$ cat config.mk
export PLATFORM = sky130hd
export DESIGN_NAME = cgc_sizes
export DESIGN_NICKNAME = d
export VERILOG_FILES = /design/src/sv/cgc_sizes.sv
export SDC_FILE = /design/constraint.sdc
export NUM_CORES = 1
export LEC_CHECK = 0
export BUFFER_PORTS_ARGS = -buffer_cell sky130_fd_sc_hd__buf_4
export CAP_MARGIN = 20
export CORE_ASPECT_RATIO = 0.75
export CORE_UTILIZATION = 48
export DETAILED_ROUTE_END_ITERATION = 8
export PLACE_DENSITY_LB_ADDON = 0.1
export SYNTH_ARGS = -nofsm -noshare
export SYNTH_HDL_FRONTEND = slang
export SYNTH_SLANG_ARGS = --single-unit
export TNS_END_PERCENT = 20
$ cat constraint.sdc
create_clock -name clk -period 4.5 [get_ports clk]
set_input_delay 0.675 -clock clk [delete_from_list [all_inputs] [get_ports clk]]
set_output_delay 0.675 -clock clk [all_outputs]
set_load 0.05 [all_outputs]
$ cat src/sv/cgc_sizes.sv
// Size list memory with one write port and one registered read port.
`default_nettype none
module cgc_sizes #(
	parameter int unsigned MAX_VERTICES = 64,
	localparam int unsigned AW = $clog2(MAX_VERTICES),
	localparam int unsigned CW = $clog2(MAX_VERTICES + 1)
) (
	input  wire logic          clk,
	input  wire logic          wr_en,
	input  wire logic [AW-1:0] wr_addr,
	input  wire logic [CW-1:0] wr_data,
	input  wire logic [AW-1:0] rd_addr,
	output logic      [CW-1:0] rd_data
);
	logic [CW-1:0] mem [MAX_VERTICES];

	// One write and one registered read each cycle.
	always_ff @(posedge clk) begin
		if (wr_en) begin
			mem[wr_addr] <= wr_data;
		end
		rd_data <= mem[rd_addr];
	end
endmodule
`default_nettype wire

# Yosys cells after proc, flatten, opt, wreduce, memory -nomap -nowiden

Memories as Yosys holds them, arrays and structs flattened. A register that Yosys moved wholly into a read port is not among the register bits.
Index checks and enable logic that the tools add are counted.

Word-level logic and storage cells: 3
Register bits: 0
Memories kept: 1
Bits in writable memories: 448

Memory list:

| memory | depth | bits a word | rd ports | clocked after Yosys merged registers in | write ports | line | RTL |
|---|---|---|---|---|---|---|---|
| mem    | 64    | 7           | 1        | 1                                       | 1           | 15   | `logic [CW-1:0] mem [MAX_VERTICES];` |

Multiplexer cells: 2

Operator list:

| operator | number |
|---|---|
| $mux W1  | 2 |

# Longest topological paths before layout

Gate-level depths: netlist of the first run.

Word-level depth: 2
Gate-level depth with buffers: 7
Mapped depth without buffers: 4

# Worst setup path before layout of the first run

OpenSTA, ideal clock, no wires.

Path type: input to register
From: input wr_addr[5]
To: memory mem[39][0] (netlist name), enable pin
Required time: 4.140 ns
Arrival time: 1.863 ns
Slack: 2.277 ns
Setup time: 0.360 ns
Stages on the path: 4
Buffers on the path: 2
Cell sequence: clkbuf_1 -> or3b_2 -> clkbuf_1 -> nor2_1

RTL lines:

| what            | line | RTL |
|---|---|---|
| start, declared | 10   | `input wire logic [AW-1:0] wr_addr,` |
| end, declared   | 15   |  |

Straight into the memory's write port.

==> results of run 1 <==
-- worst paths after layout --
kind | start | end | depth (start not counted)
max | rd_addr[0] | rd_data[4] | 6
min | rd_addr[5] | rd_data[2] | 2
max reg2reg | mem[45][0] | rd_data[0] | 4
min reg2reg | mem[63][4] | rd_data[4] | 4
-- final cells by class --
cell class / count / area share, %
Sequential cell: 455 / 69.5
Multi-Input combinational cell: 325 / 19.3
Clock buffer: 59 / 6.03
Tap cell: 465 / 2.97
Timing Repair Buffer: 36 / 1.63
Clock inverter: 18 / 0.550
Inverter: 2 / 0.0384
-- power by group --
| part | switching, mW | internal, mW |
|---|---|---|
| Combinational | 0.300 | 0.163 |
| Sequential | 0.0147 | 4.69 |
| Clock | 1.51 | 1.89 |
-- cells in the mapped netlist --
cell / n / area (µm²)
sky130_fd_sc_hd__o221ai_1: 9 / 78.8
sky130_fd_sc_hd__nand4_1: 2 / 12.5
sky130_fd_sc_hd__a21oi_1: 7 / 35.0
sky130_fd_sc_hd__clkbuf_1: 18 / 67.6
sky130_fd_sc_hd__a41o_1: 2 / 20.0
sky130_fd_sc_hd__dfxtp_1: 7 / 140
sky130_fd_sc_hd__mux2_2: 2 / 22.5
sky130_fd_sc_hd__nor3_1: 8 / 40.0
sky130_fd_sc_hd__and3b_1: 3 / 26.3
sky130_fd_sc_hd__buf_6: 6 / 67.6
sky130_fd_sc_hd__o22ai_1: 12 / 75.1
sky130_fd_sc_hd__nand3b_1: 4 / 30.0
sky130_fd_sc_hd__nor3b_1: 3 / 22.5
sky130_fd_sc_hd__mux2i_1: 16 / 160
sky130_fd_sc_hd__a211oi_1: 4 / 30.0
sky130_fd_sc_hd__and3_1: 1 / 6.26
sky130_fd_sc_hd__buf_2: 15 / 75.1
sky130_fd_sc_hd__inv_1: 2 / 7.51
sky130_fd_sc_hd__o21ai_0: 3 / 15.0
sky130_fd_sc_hd__nand2_1: 8 / 30.0
sky130_fd_sc_hd__o21ai_1: 5 / 25.0
sky130_fd_sc_hd__nand4b_1: 1 / 8.76
sky130_fd_sc_hd__nor2_1: 76 / 285
sky130_fd_sc_hd__a32o_1: 2 / 20.0
sky130_fd_sc_hd__a21o_1: 1 / 7.51
sky130_fd_sc_hd__mux4_2: 112 / 2520
sky130_fd_sc_hd__a41oi_1: 1 / 8.76
sky130_fd_sc_hd__or3b_2: 2 / 17.5
sky130_fd_sc_hd__edfxtp_1: 448 / 13500
sky130_fd_sc_hd__o31ai_1: 8 / 60.1
sky130_fd_sc_hd__a22o_1: 3 / 26.3
sky130_fd_sc_hd__nand3_1: 9 / 45.0
sky130_fd_sc_hd__buf_4: 5 / 37.5
sky130_fd_sc_hd__buf_8: 1 / 15.0
sky130_fd_sc_hd__or3_1: 2 / 12.5
sky130_fd_sc_hd__nand2b_1: 6 / 37.5
sky130_fd_sc_hd__a22oi_1: 8 / 60.1
sky130_fd_sc_hd__nor2b_1: 5 / 31.3
-- through the flow --
step                area (µm²)  utilization [%]  hold WS, ns
floorplan                17600                -        0.774
global placement         18200             50.6        0.842
detailed placement       18200             50.6        0.853
CTS                      19500             54.2        0.437
global route             19600             54.3        0.451
finish                   19600             54.3        0.447
-- per-layer routing --
layer  GRT usage [%]  share of wire, %  wire length (µm)  up-vias
li1                -                 -                 -     3531
met1            33.0                45             17800     4601
met2            33.1                46             18300      356
met3            4.54               7.4              2940       54
met4            5.00               1.7               694        2
met5               0             0.033                13        -
-- kinds of logic after synthesis --
logic type	Yosys count	share of synthesized area [%]
flops	455	77.1
mux	130	15.3
simple gates	130	3.43
compound gates	65	2.62
buf+inv	47	1.53
-- flip-flops by register name, indices dropped and copies added, names as in the netlist --
| register | cells |
|---|---|
| mem | 448 |
| rd_data | 7 |
==> run summary, run 1 <==
In this run the static leakage power is 6.03 nW. Leaving out fill and tap cells, the most frequent cell in the layout is sky130_fd_sc_hd__edfxtp_1. The clock latency on the worst-skew pair was 0.55 ns. Once the floorplan was initialized, standard cells occupied 48.9% of the core. The run gives 1.95 ns as the setup slack of the critical path after layout.

The count of synthesis-stage warnings from yosys was 0. The logs give 0 for the count of nets left with antenna violations after detail routing and 4.94 ns for the critical path required time. The routed wire length per instance is 29.2 µm. Total standard cell area after synthesis: 17600 µm².

The power density over cell area was 438 nW/µm²; the average size of a mapped cell was 21.3 µm². The max-capacitance violation count is 0. The worst-case IR drop observed on VDD is 0.330 mV. In this run, placement finished with an instance count of 1282. The biggest cell delay along the critical path is 0.64 ns. In this run, CTS created clock tree buffers numbering 44.

After floorplanning, the core was divided into 60 placement rows. The routed wire length was 39800 µm; the first-iteration detailed-routing DRC count was 918. The run gives 0 ns as the sum of negative setup slack. The number of global-route vias before repair was 8590.

The critical setup path kind was primary input to register. The tools report the endpoint kind of the worst setup timing path as a register. The share of the Yosys chip area taken by registers is 77.1%. The count of TritonRoute iterations in the first routing pass was 5. In the layout the commonest cells are 448 x sky130_fd_sc_hd__edfxtp_1, 112 x sky130_fd_sc_hd__mux4_2, 76 x sky130_fd_sc_hd__nor2_1. The count of buffers added on input and output ports is 27. The logs give 2735 for the number of filler cells placed in the layout and 3 for the largest buffer count on any clock path. In this run the worst path has a maximum fanout of 60. Clock skew on the completed layout was measured at 0.0120 ns. The tools report the final-report setup violation count as 0. For the pin count of the biggest net entering global routing, the log shows 66. Setup repair after global routing left no endpoint under its margin. The cell count after synthesis came out at 827. Compared with the post-synthesis result, the final layout area differs by 10.9%. After synthesis the netlist holds a flip-flop and latch count of 455.

The largest individual stage delay along the critical path comes from the cell sky130_fd_sc_hd__buf_6. The run gives 2.66 ns as the setup slack on the worst flop-to-flop path. Number of standard cells in the final layout excluding fillers: 1360.

Die span in x: 223 µm. The signal on the critical path passes through buf_6 > buf_12 > mux4_2 > o31ai_1 > a21oi_1 > a32o_1. Number of antenna diodes: 0. The worst setup path is launched from a primary input. TritonCTS built the clock tree. The tools report the HPWL after detailed placement as 24400 µm.

The total number of nets in the final design is 885. Global routing used 21.9% of the available tracks across all layers. The tools report the initial antenna violation count as 1. Post-CTS timing repair inserted 0 buffers for setup. The class of the tightest hold or removal check was primary input to register. Clock net sink count: 455. The total overflow left after global routing is 0. The floorplan step defined a die boundary enclosing 37500 µm². Sequential cell area in the final layout: 13600 µm². The net count after synthesis was 848; the proportion of layout cells with a drive suffix above 1 was 23.1%.

The critical path buffer and inverter count works out to 2. The clock transition at the register clock pins on the worst setup and hold paths after CTS came out at 0.06 ns. The first-pass GRT wire length was 59100 µm. The setup slack at placement was 1.35 ns.

In this run the clock root is driven by a sky130_fd_sc_hd__clkbuf_16. In this design, the largest share of critical-path delay is due to buffers and inverters. The H-tree was split into 2 levels.

The congestion estimate from routability-driven global placement came to 0.810. The final-report hold violation count was 0; the maximum clock rate was 392 MHz. After synthesis, the netlist uses 38 different library cells. Dividing the detail-routed via count by the number of cells gives 6.28. The number of primary I/O pins came out at 28. The slew at the pin with the worst max-slew slack was 0.903 ns.

The final critical path takes up 56.7% of the cycle. The core region is 36000 µm². After clock tree synthesis, the flow added hold-fix buffers numbering 0. The floorplan step set the die height to 168 µm. The tools report the number of gates resized after cts as 0. The total count of max-transition violations in the final report is 0, and the total DRC errors in the routed layout is 0. Measured against its own limit, the worst slew margin works out to 39.6%. The run finished with clean final reports. STA puts the critical path data arrival time at 2.99 ns. The number of vias after detailed routing was 8544; the footprint of the multi-input gates was 3770 µm². The total design power was 8.57 mW; the shortest clock period the worst path allows after layout was 2.55 ns.
Power figures use the tool's default switching activity.
==> inputs of run 2 (changes only) <==
Clock period 4.5 ns to 2.26 ns, I/O delays scaled along.
==> run 2 against run 1 <==
  * Clock skew up 0.0014 ns
  * Combinational power up 120%
  * Highest routed layer is now met4
  * Worst hold slack worse by 0.38 ns
==> run summary, run 2 (synthesized netlist as in run 1, its figures left out) <==
The flow ran to the end, and the final reports show no timing, DRC or antenna violations. For the final core area utilization, the log shows 57.4% (+3.1 points). The largest buffer count on any clock path came out at 3 (unchanged). Setup repair after global routing left no endpoint under its margin.

The type of origin of the critical path was a register. The clock net sink count was 455 (unchanged); the biggest cell delay along the critical path was 0.52 ns (-0.12 ns). For the worst hold slack, the log shows 0.0658 ns (-0.381 ns). The global-route layer with the greatest usage is met1. Count of TritonRoute iterations in the first routing pass: 4 (-1). The total number of nets in the final design was 992 (+12%); the critical path buffer and inverter count was 0 (-2).

The tools report the endpoint kind of the worst setup timing path as a register. The proportion of layout cells with a drive suffix above 1 works out to 32.3% (+9.1 points). Number of gates resized after cts: 0 (unchanged). Die area: 37500 µm² (unchanged). Walking the worst path, the cells encountered are mux4_2 > a22oi_1 > a41oi_1 > a41o_1.

The largest registers in the layout are mem: 448 flops, rd_data: 7 flops. The slowest stage of the critical path belongs to the cell sky130_fd_sc_hd__mux4_2. For the final-report setup violation count, the log shows 0 (unchanged).

The overall routing resource usage was 22.8% (+0.92 points); the total leakage power was 6.73 nW (+12%). The tools report the placeable core region as 36000 µm² (unchanged). The placement row count is 60 (unchanged). For the finished layout, the period the worst path requires is 1.82 ns. The path with the worst hold slack has its endpoint at rd_data[2]. Share of the cycle needed by the critical path after routing: 80.6%.

The first-iteration detailed-routing DRC count is 856 (-6.8%). The number of filler cells placed in the layout came out at 2647 (-3.2%). The cell family contributing the most delay on the critical path is compound AO/OA/AOI/OAI gates. The power density over cell area is 868 nW/µm² (+98%).

TritonCTS built the clock tree. The endpoint identified for the worst register-to-register timing path is rd_data[0]. The logs give 47.7% (+8.1 points) for the worst slew slack as a fraction of its limit and 0.0134 ns (+0.00137 ns) for the post-route clock skew. The run gives 28 (unchanged) as the number of primary I/O pins.

The max-capacitance violation count was 0 (unchanged); the number of instances on the worst hold path was 2 (unchanged). The H-tree depth was 2 (unchanged). The sum of negative setup slack was 0 ns (unchanged); the arrival time at the worst endpoint was 2.27 ns (-0.72 ns). The initial antenna violation count was 0 (-1).

The via-per-instance ratio came out at 6.00 (-4.5%). HPWL after detailed placement: 26500 µm (+8.4%). The critical setup path kind is register to register. The routed wire length per instance was 27.9 µm (-4.7%). The critical path required time came out at 2.71 ns (-2.23 ns). The met2 usage is 33.9% (+0.82 points). The area growth from synthesis to layout was 17.3%. The startpoint identified for the worst hold timing path is rd_addr[5]. The logs give 0 (unchanged) for the number of setup buffers added after CTS and 0 (unchanged) for the count of nets left with antenna violations after detail routing. The path depth of the worst reg2reg path was 4 (unchanged); the global placement routability congestion was 0.806 (-0.43%). The logs give 61400 µm (+3.8%) for the first-pass GRT wire length and 20700 µm² (+5.7%) for the final design instance area without fill. The number of vias after detailed routing came out at 8812 (+3.1%).

In this run the clock root is driven by a sky130_fd_sc_hd__clkbuf_16. The slew at the pin with the worst max-slew slack was 0.778 ns (-0.125 ns); the routed wire length was 41000 µm (+3.0%). The number of antenna diodes was 0 (unchanged).

The total count of max-transition violations in the final report came out at 0 (unchanged). The total DRC errors in the routed layout is 0 (unchanged), and the setup slack on the worst flop-to-flop path is 0.44 ns (-2.22 ns). The global route total overflow is 0 (unchanged). The tools report the final-report hold violation count as 0 (unchanged). The die span in x came out at 223 µm (unchanged).

The height of the chip was 168 µm (unchanged); the maximum clock rate was 549 MHz. The tools report the initial standard-cell utilization of the core as 48.9% (unchanged). The number of port buffers works out to 27 (unchanged). Clock transition at the register clock pins on the worst setup and hold paths after CTS: 0.06 ns (about the same). mem holds more flip-flops than any other register. The cell area after placement is 19200 µm² (+5.1%). The number of instances in the placed design came out at 1388 (+8.3%). The startpoint identified for the worst register-to-register timing path is mem[40][0]. The logs give 4.01% (-0.52 points) for the global-route met3 utilization and 0 (unchanged) for the total of hold buffers inserted after clock tree synthesis. In this run the worst hold path is classified as primary input to register. The number of global-route vias before repair is 9146 (+6.5%). The clock latency on the worst-skew pair was 0.56 ns (about the same). Pin count of the biggest net entering global routing: 65 (-1.5%).

The library cells used most frequently in the layout, excluding fill and tap cells, are 448 x sky130_fd_sc_hd__edfxtp_1, 127 x sky130_fd_sc_hd__buf_4, 112 x sky130_fd_sc_hd__mux4_2. The worst voltage drop across the vdd grid was 0.582 mV (+77%); the flip-flop count of the largest register after layout was 448 (unchanged). The number of buffers created by CTS was 46 (+4.5%); the worst-path maximum fanout was 1 (-98%).

The logs give 1469 (+8.0%) for the number of standard cells in the final layout excluding fillers and 34.5% (+1.5 points) for the fraction of met1 tracks used by global routing. The most common cell after layout, fill and taps aside was sky130_fd_sc_hd__edfxtp_1.
-- run 2: cell count changes in the layout (fill, tap and decap cells not counted) --
cell and change:
sky130_fd_sc_hd__buf_4 +95, sky130_fd_sc_hd__buf_12 +11, sky130_fd_sc_hd__clkbuf_1 -9, sky130_fd_sc_hd__bufinv_16 +4, sky130_fd_sc_hd__clkbuf_16 +4, sky130_fd_sc_hd__clkinv_2 +2
sky130_fd_sc_hd__buf_16 -1, sky130_fd_sc_hd__clkinv_1 +1, sky130_fd_sc_hd__clkinv_4 +1, sky130_fd_sc_hd__clkinvlp_4 +1
-- run 2: area by class of cell --
class	count	area [µm²]	share of cell area [%]
clock buffer	54	1240	6.02
clock inverter	27	258	1.25
inverter	2	7.51	0.0363
multi-input combinational	325	3770	18.2
sequential	455	13600	65.7
tap	465	582	2.81
timing repair buffer	141	1220	5.92
-- run 2: worst max path at each step --
stage	end	slack, ns	from	depth (start not counted)
after floorplan	mem[39][0]	0.37	wr_addr[5]	4
final	rd_data[0]	0.44	mem[40][0]	4
after global routing	rd_data[0]	0.41	mem[40][0]	4
after detailed placement	rd_data[4]	-0.02	rd_addr[0]	7
after CTS	rd_data[0]	0.48	mem[40][0]	4
after global placement	rd_data[4]	-0.03	rd_addr[0]	7
-- run 2: stage by stage --
stage | setup WS [ns] | power (mW)
after global placement | -0.0311 | 10.5
after global routing | 0.414 | 18.4
final | 0.438 | 18.0
after CTS | 0.480 | 18.1
after floorplan | 0.373 | 10.1
after detailed placement | -0.0231 | 10.6
-- run 2: routing by layer --
metal	up-vias	routed length (µm)
li1	3757	-
met1	4721	18900
met2	273	18700
met3	61	2330
met4	0	1110
met5	-	0
-- run 2: power by group --
group / total [mW] / switching, mW / internal, mW
registers: 9.37 / 0.0318 / 9.34
logic: 1.01 / 0.613 / 0.393
clock network: 7.58 / 3.09 / 4.49
total: 18.0 / 3.74 / 14.2
-- run 2: worst reg2reg max path: cells and delay by family, from the launching register on --
kind / cells / cell delay, ns
AO/OA/AOI/OAI: 3 / 0.84
flip-flops: 1 / 0.36
multiplexers: 1 / 0.52
